## config.mk

```make
export PLATFORM = sky130hd
export DESIGN_NAME = uflc_ram
export DESIGN_NICKNAME = d
export VERILOG_FILES = /design/src/uflc_ram.sv
export SDC_FILE = /design/constraint.sdc
export NUM_CORES = 1
export LEC_CHECK = 0
export ABC_AREA = 1
export BUFFER_PORTS_ARGS = -buffer_cell sky130_fd_sc_hd__buf_2
export CAP_MARGIN = 20
export CORE_ASPECT_RATIO = 0.9
export CORE_MARGIN = 2
export CORE_UTILIZATION = 35
export CTS_CLUSTER_SIZE = 12
export DETAILED_ROUTE_END_ITERATION = 12
export HOLD_SLACK_MARGIN = 0.12
export PLACE_DENSITY_LB_ADDON = 0.3
export SYNTH_ARGS = -nofsm -noshare
export SYNTH_HDL_FRONTEND = slang
export SYNTH_SLANG_ARGS = --single-unit
```

## constraint.sdc

```tcl
create_clock -name i_clk -period 1.1 [get_ports i_clk]
set_input_delay 0.22 -clock i_clk [delete_from_list [all_inputs] [get_ports i_clk]]
set_output_delay 0.22 -clock i_clk [all_outputs]
set_load 0.01 [all_outputs]
```

## src/uflc_ram.sv

```systemverilog
// Generic simple dual-port RAM: one write port, one registered read port.
`default_nettype none

module uflc_ram #(
    parameter int WIDTH  = 8,
    parameter int DEPTH  = 16,
    parameter int ADDR_W = (DEPTH > 1) ? $clog2(DEPTH) : 1
) (
    input  wire logic              i_clk,
    input  wire logic              i_we,
    input  wire logic [ADDR_W-1:0] i_waddr,
    input  wire logic [WIDTH-1:0]  i_wdata,
    input  wire logic [ADDR_W-1:0] i_raddr,
    output logic      [WIDTH-1:0]  o_rdata
);

    logic [WIDTH-1:0] r_mem [DEPTH];

    // Write port and registered read
    always_ff @(posedge i_clk) begin
        if (i_we) begin
            r_mem[i_waddr] <= i_wdata;
        end
        o_rdata <= r_mem[i_raddr];
    end

endmodule

`default_nettype wire

```

# After elaboration in Yosys (flattened, before gate mapping)
# Memories as Yosys holds them, arrays and structs flattened. A register that Yosys moved wholly into a read port is not among the register bits.
# Cells that the tools add are included.
dict set report totals {
  regBits 0
  ramBits 128
  in_bits 18
  out_inout_bits 8
  wordCells 3
  memories 1
}
dict set report op_classes {
  n_mux 2
}
# memory words width rd rd_ports_with_merged_regs write_ports line_no
set mem_list {}
lappend mem_list {r_mem 16 8 1 1 1 17} ;# logic [WIDTH-1:0] r_mem [DEPTH];
# operator count
set op_table {}
lappend op_table {{$mux W1} 2}

# Logic depth before layout (Yosys ltp)
# Gate-level depths: netlist of the first run.
dict set report logic_depth {
  ltp_word 2
  ltp_mapped 8
  mapped_depth_nobuf 7
}

# Worst setup path before layout of the first run
# Ideal clock, no wire load.
dict set report synth_path {
  path_type {input port to flip-flop}
  startpoint {input port i_waddr[3]}
  endpoint {memory r_mem[4][0] (enable)}
  setup_ns 0.370
  arrival_time_ns 0.801
  slack_ns -0.071
  path_stages 2
  cell_sequence {nand3b_1 > nor2_1}
}
# element line_no
set synth_lines {}
lappend synth_lines {{start, declared} 11} ;# input wire logic [ADDR_W-1:0] i_waddr,
lappend synth_lines {{end, declared} 17}
# Straight into the memory's write port.

# Final worst setup path of the first run
dict set report layout_path {
  startpoint {register o_rdata[4], read port of r_mem}
  endpoint {output port o_rdata[4]}
}
# element line_no
set layout_lines {}
lappend layout_lines {{start, declared} 14} ;# output logic [WIDTH-1:0] o_rdata
# No word-level cell between the ends.

==> out/summary.txt, run 1 <==
Area growth, synth to finish -> 21.5%
hpwl dp -> 8810 µm
critical path type -> register to output pin
Slew HR -> 72.5%
DR iter-0 viols -> 373
Via density -> 4.73
Top delay family on crit path -> flip-flops
total power -> 0.0124 W
vias in the first global route -> 3767
Warnings, synthesis -> 0
fill count -> 1487
Routed Antenna Nets -> 0
Rows -> 44
CTS clk-pin slew, worst paths -> 60 ps
Die Wd -> 139 µm
grt total ovfl -> 0
Crit path buffers/inverters -> 1
Initial Util -> 35.8%
total core area -> 0.0161 mm²
All-Layer GR Usage -> 15.7%
nature of the critical path endpoint -> output pin
Required @ worst endpoint -> 880 ps
CTS tree -> yes
max-cap violation count -> 0
largest net degree at the start of global routing -> 59
DR DRC count -> 0
Power per Cell Area -> 1760 mW/mm²
Die Area -> 0.0175 mm²
Hold Buf Count CTS -> 0
result of the run -> finished, final reports clean
initial antenna violation count -> 0
Final Net Count -> 619
Seq cells post-synth -> 136
# IOs -> 26
GPL Wtd Cong -> 0.811
Slowest Stage Delay on Critical Path -> 350 ps
Syn Inst Count -> 551
Clock Root Buffer -> clkbuf_16
Synth Net Count -> 569
Leak -> 3.00 nW
Worst path slowest cell -> dfxtp_2
clock buffer count from CTS -> 17
worst-skew pair later-pin latency -> 410 ps
Avg Inst Size Synth -> 10.5 µm²
Hold Path Class -> input pin to register
drt wl/cell -> 16.3 µm
Bufs on Longest Clock Path -> 2
CP max FO -> 1
post-synthesis sequential area ratio -> 69.4%
I/O Buffers -> 25
final setup violation count -> 0
Routed WL -> 13400 µm
cells along the critical path -> buf_6
Max Slew Vio Count -> 0
post-synth cell types -> 12
Worst VDD drop -> 0.00103 V
Arr. time, crit path -> 860 ps
final hold viol count -> 0
DRT Pass-1 Iters -> 5
CP Launch Type -> register
# clock sinks -> 136
post-route minimum period -> 1080 ps
fin crit share -> 98.6%
first-pass GRT wire length -> 20700 µm
CTS H-Tree Depth -> 4
layout cell share with drive strength beyond 1 -> 16.1%
Mapped Area -> 0.00577 mm²
fmax -> 0.922 GHz
Slew @ Worst Pin -> 412 ps
RSZ-0062 raised after global routing -> yes
via count -> 3881
total negative setup slack -> 0 ps
n_diodes -> 0
post-CTS setup buffers -> 0
die height -> 126 µm
Fin Clk Skew -> 6.47 ps
[routing by layer]
metal | vias up | track usage [%] | wire, µm
li1 | 1872 | - | -
met1 | 1872 | 20.5 | 5900
met2 | 115 | 25.7 | 6480
met3 | 22 | 3.73 | 766
met4 | 0 | 5.88 | 263
met5 | - | 0 | 0
[per-stage QoR]
stage	cells	cell area [µm²]	utilization [%]	worst slack, ps	hold slack, ps
after floorplan	551	5780	-	-70.8	319
after global placement	789	6360	39.4	-222	621
after detailed placement	789	6360	39.4	-267	618
after CTS	821	6990	43.4	-12.5	204
after global routing	821	7010	43.4	-13.9	213
final	821	7010	43.4	15.9	217
[power breakdown]
part,total (W),internal [W],switching (W)
combinational,0.000811,0.000287,0.000524
sequential,0.00584,0.00580,0.0000435
clock,0.00571,0.00357,0.00214
total,0.0124,0.00965,0.00271
[timing repair]
| action | in CTS | in global routing |
|---|---|---|
| gates resized for setup | 9 | 3 |
| gates cloned | 0 | 0 |
| endpoints found under the setup margin | 5 | 6 |
[synth_stat cells]
cell / number / area (µm²)
buf_1: 1 / 3.75
buf_6: 6 / 67.6
nor2_1: 17 / 63.8
buf_4: 4 / 30.0
nand3b_1: 2 / 15.0
edfxtp_1: 128 / 3840
inv_1: 100 / 375
nand2_1: 173 / 649
inv_2: 2 / 7.51
nand3_1: 97 / 485
buf_2: 13 / 65.1
dfxtp_1: 8 / 160
[registers in the layout, indices dropped and copies added (netlist names)]
signal and cells:
o_rdata 8, r_mem 128
[layout make-up]
class                           instances  area (µm²)  area share [%]
Tap cell                              207         259            3.70
Clock buffer                           17         425            6.07
Sequential cell                       136        4010            57.3
Inverter                              102         383            5.47
Timing Repair Buffer                   55         519            7.41
Clock inverter                         15         176            2.52
Multi-Input combinational cell        289        1230            17.6
[logic make-up after synthesis]
group / synth area share, %
AND/OR/NAND/NOR: 21.0
flip-flops: 69.4
buffers and inverters: 9.52
[cells in the final DEF (no fill, tap or decap), drive strengths merged]
master,instances
clkinvlp,4
inv,105
dfxtp,8
nand3b,2
bufinv,3
edfxtp,128
clkinv,5
nand2,173
buf,55
nor2,17
nand3,97
clkbuf,17
[final timing paths]
check	slack, ps	endpoint	cells past startpoint	from
max	20	o_rdata[4]	1	o_rdata[4]$_DFF_P_
min	220	r_mem[1][1]$_DFFE_PP_	1	i_wdata[1]
max reg2reg	80	o_rdata[5]$_DFF_P_	6	r_mem[1][5]$_DFFE_PP_
min reg2reg	660	o_rdata[5]$_DFF_P_	6	r_mem[12][5]$_DFFE_PP_
(Power assumes the default switching activity.)
==> inputs of run 2 (changes only) <==
--- a/config.mk
+++ b/config.mk
@@ -14,6 +14,7 @@
 export CTS_CLUSTER_SIZE = 12
 export DETAILED_ROUTE_END_ITERATION = 12
 export HOLD_SLACK_MARGIN = 0.12
+export MAX_ROUTING_LAYER = met4
 export PLACE_DENSITY_LB_ADDON = 0.3
 export SYNTH_ARGS = -nofsm -noshare
 export SYNTH_HDL_FRONTEND = slang
==> out/summary.txt, run 2 (synthesis results as in run 1) <==
logic gate share of total power -> 6.6% (about the same)
Slew @ Worst Pin -> 421 ps (+8.46 ps)
commonest non-fill, non-tap cell in the layout -> nand2_1
clock buffer count from CTS -> 17 (unchanged)
fin cells -> 821 (unchanged)
hpwl dp -> 8810 µm (unchanged)
DRT Pass-1 Iters -> 4 (-1)
post-route cell area -> 0.00701 mm² (unchanged)
CP Launch Type -> register
final setup violation count -> 0 (unchanged)
via count -> 3920 (+1.0%)
Slew HR -> 71.9% (-0.56 points)
DR DRC count -> 0 (unchanged)
Routed WL -> 13500 µm (+0.65%)
Max Slew Vio Count -> 0 (unchanged)
Die Wd -> 139 µm (unchanged)
Arr. time, crit path -> 870 ps (about the same)
Top delay family on crit path -> flip-flops
first-pass GRT wire length -> 20700 µm (about the same)
GPL Wtd Cong -> 0.823 (+1.5%)
commonest non-fill, non-tap cells in the layout -> nand2_1 (173), edfxtp_1 (128), inv_1 (100), nand3_1 (96), buf_2 (20)
# IOs -> 26 (unchanged)
worst-skew pair later-pin latency -> 420 ps (about the same)
# clock sinks -> 136 (unchanged)
CTS tree -> yes
die height -> 126 µm (unchanged)
Leak -> 3.00 nW (unchanged)
total core area -> 0.0161 mm² (unchanged)
cells along the critical path -> buf_6
Slowest Stage Delay on Critical Path -> 350 ps (about the same)
Required @ worst endpoint -> 880 ps (about the same)
Worst VDD drop -> 0.00104 V (+0.57%)
Clock Root Buffer -> clkbuf_16
CTS clk-pin slew, worst paths -> 60 ps (about the same)
nature of the critical path endpoint -> output pin
RSZ-0062 raised after global routing -> yes
Hold Path Class -> input pin to register
All-Layer GR Usage -> 16.2% (+0.47 points)
vias in the first global route -> 3750 (-0.45%)
largest net degree at the start of global routing -> 59 (unchanged)
Flop pwr share -> 47.2% (about the same)
Via density -> 4.77 (+1.0%)
Bufs on Longest Clock Path -> 2 (unchanged)
post-route minimum period -> 1090 ps (+3.61 ps)
Placed Instance Area -> 0.00636 mm² (unchanged)
n_diodes -> 0 (unchanged)
final hold viol count -> 0 (unchanged)
drt wl/cell -> 16.4 µm (+0.65%)
Die Area -> 0.0175 mm² (unchanged)
Initial Util -> 35.8% (unchanged)
Clock Power Share -> 46.2% (about the same)
DR iter-0 viols -> 411 (+10%)
Internal -> 0.00965 W (about the same)
final core utilization -> 43.4% (unchanged)
Rows -> 44 (unchanged)
PnR worst setup slack -> 12.3 ps (-3.61 ps)
CP max FO -> 1 (unchanged)
Place WS -> -267 ps (unchanged)
result of the run -> finished, final reports clean
Worst path slowest cell -> dfxtp_2
Crit path buffers/inverters -> 1 (unchanged)
Power per Cell Area -> 1770 mW/mm² (about the same)
fmax -> 0.919 GHz (-0.33%)
total negative setup slack -> 0 ps (unchanged)
fin crit share -> 98.9% (+0.33 points)
Final Net Count -> 619 (unchanged)
grt total ovfl -> 0 (unchanged)
switching share of power -> 22.0% (+0.054 points)
Area growth, synth to finish -> 21.5% (unchanged)
critical path type -> register to output pin
most flop-heavy register -> r_mem
layout cell share with drive strength beyond 1 -> 16.1% (unchanged)
CTS H-Tree Depth -> 4 (unchanged)
Placed Instances -> 789 (unchanged)
Largest register FFs -> 128 (unchanged)
I/O Buffers -> 25 (unchanged)
Hold Buf Count CTS -> 0 (unchanged)
Routed Antenna Nets -> 0 (unchanged)
max-cap violation count -> 0 (unchanged)
Top Registers -> r_mem: 128 flops, o_rdata: 8 flops
initial antenna violation count -> 0 (unchanged)
Fin Clk Skew -> 8.13 ps (+1.67 ps)
NetSw -> 0.00272 W (+0.31%)
[run 2: what timing repair did]
item / in CTS / in global routing
hold endpoints to repair: 0 / 0
endpoints found under the setup margin: 5 / 5
buffers inserted: 0 / 0
cloned: 0 / 0
resized for setup: 9 / 3
[run 2: final cells by class]
class	count	area, µm²
repair buffers	55	519
fillers	1487	9130
clock buffers	17	425
well taps	207	259
flip-flops and latches	136	4010
inverters	102	383
multi-input cells	289	1230
clock inverters	15	176
[run 2: power groups by stage]
stage	Combinational (W)	Clock, W	Sequential [W]
finish	0.000813	0.00571	0.00584
global route	0.000895	0.00605	0.00585
CTS	0.000812	0.00580	0.00584
detailed placement	0.000790	0	0.00594
global placement	0.000777	0	0.00594
floorplan	0.000412	0	0.00595
[run 2: worst paths after layout]
kind,from,endpoint,slack (ps),depth (start not counted)
worst max-delay path,o_rdata[4]$_DFF_P_,o_rdata[4],10,1
worst min-delay path,i_wdata[2],r_mem[1][2]$_DFFE_PP_,210,1
worst max register to register,r_mem[7][0]$_DFFE_PP_,o_rdata[0]$_DFF_P_,90,6
worst min register to register,r_mem[12][5]$_DFFE_PP_,o_rdata[5]$_DFF_P_,670,6
[run 2: per-stage QoR]
stage / hold slack, ps / total power (W)
final: 212 / 0.0124
after global routing: 214 / 0.0128
after CTS: 204 / 0.0125
after detailed placement: 618 / 0.00673
after global placement: 621 / 0.00672
after floorplan: 319 / 0.00636
[run 2: layer usage]
layer	GRT usage [%]	part of all wire (%)
met5	-	0
met1	20.5	43
met2	25.7	48
met4	5.88	2.0
met3	3.69	6.5
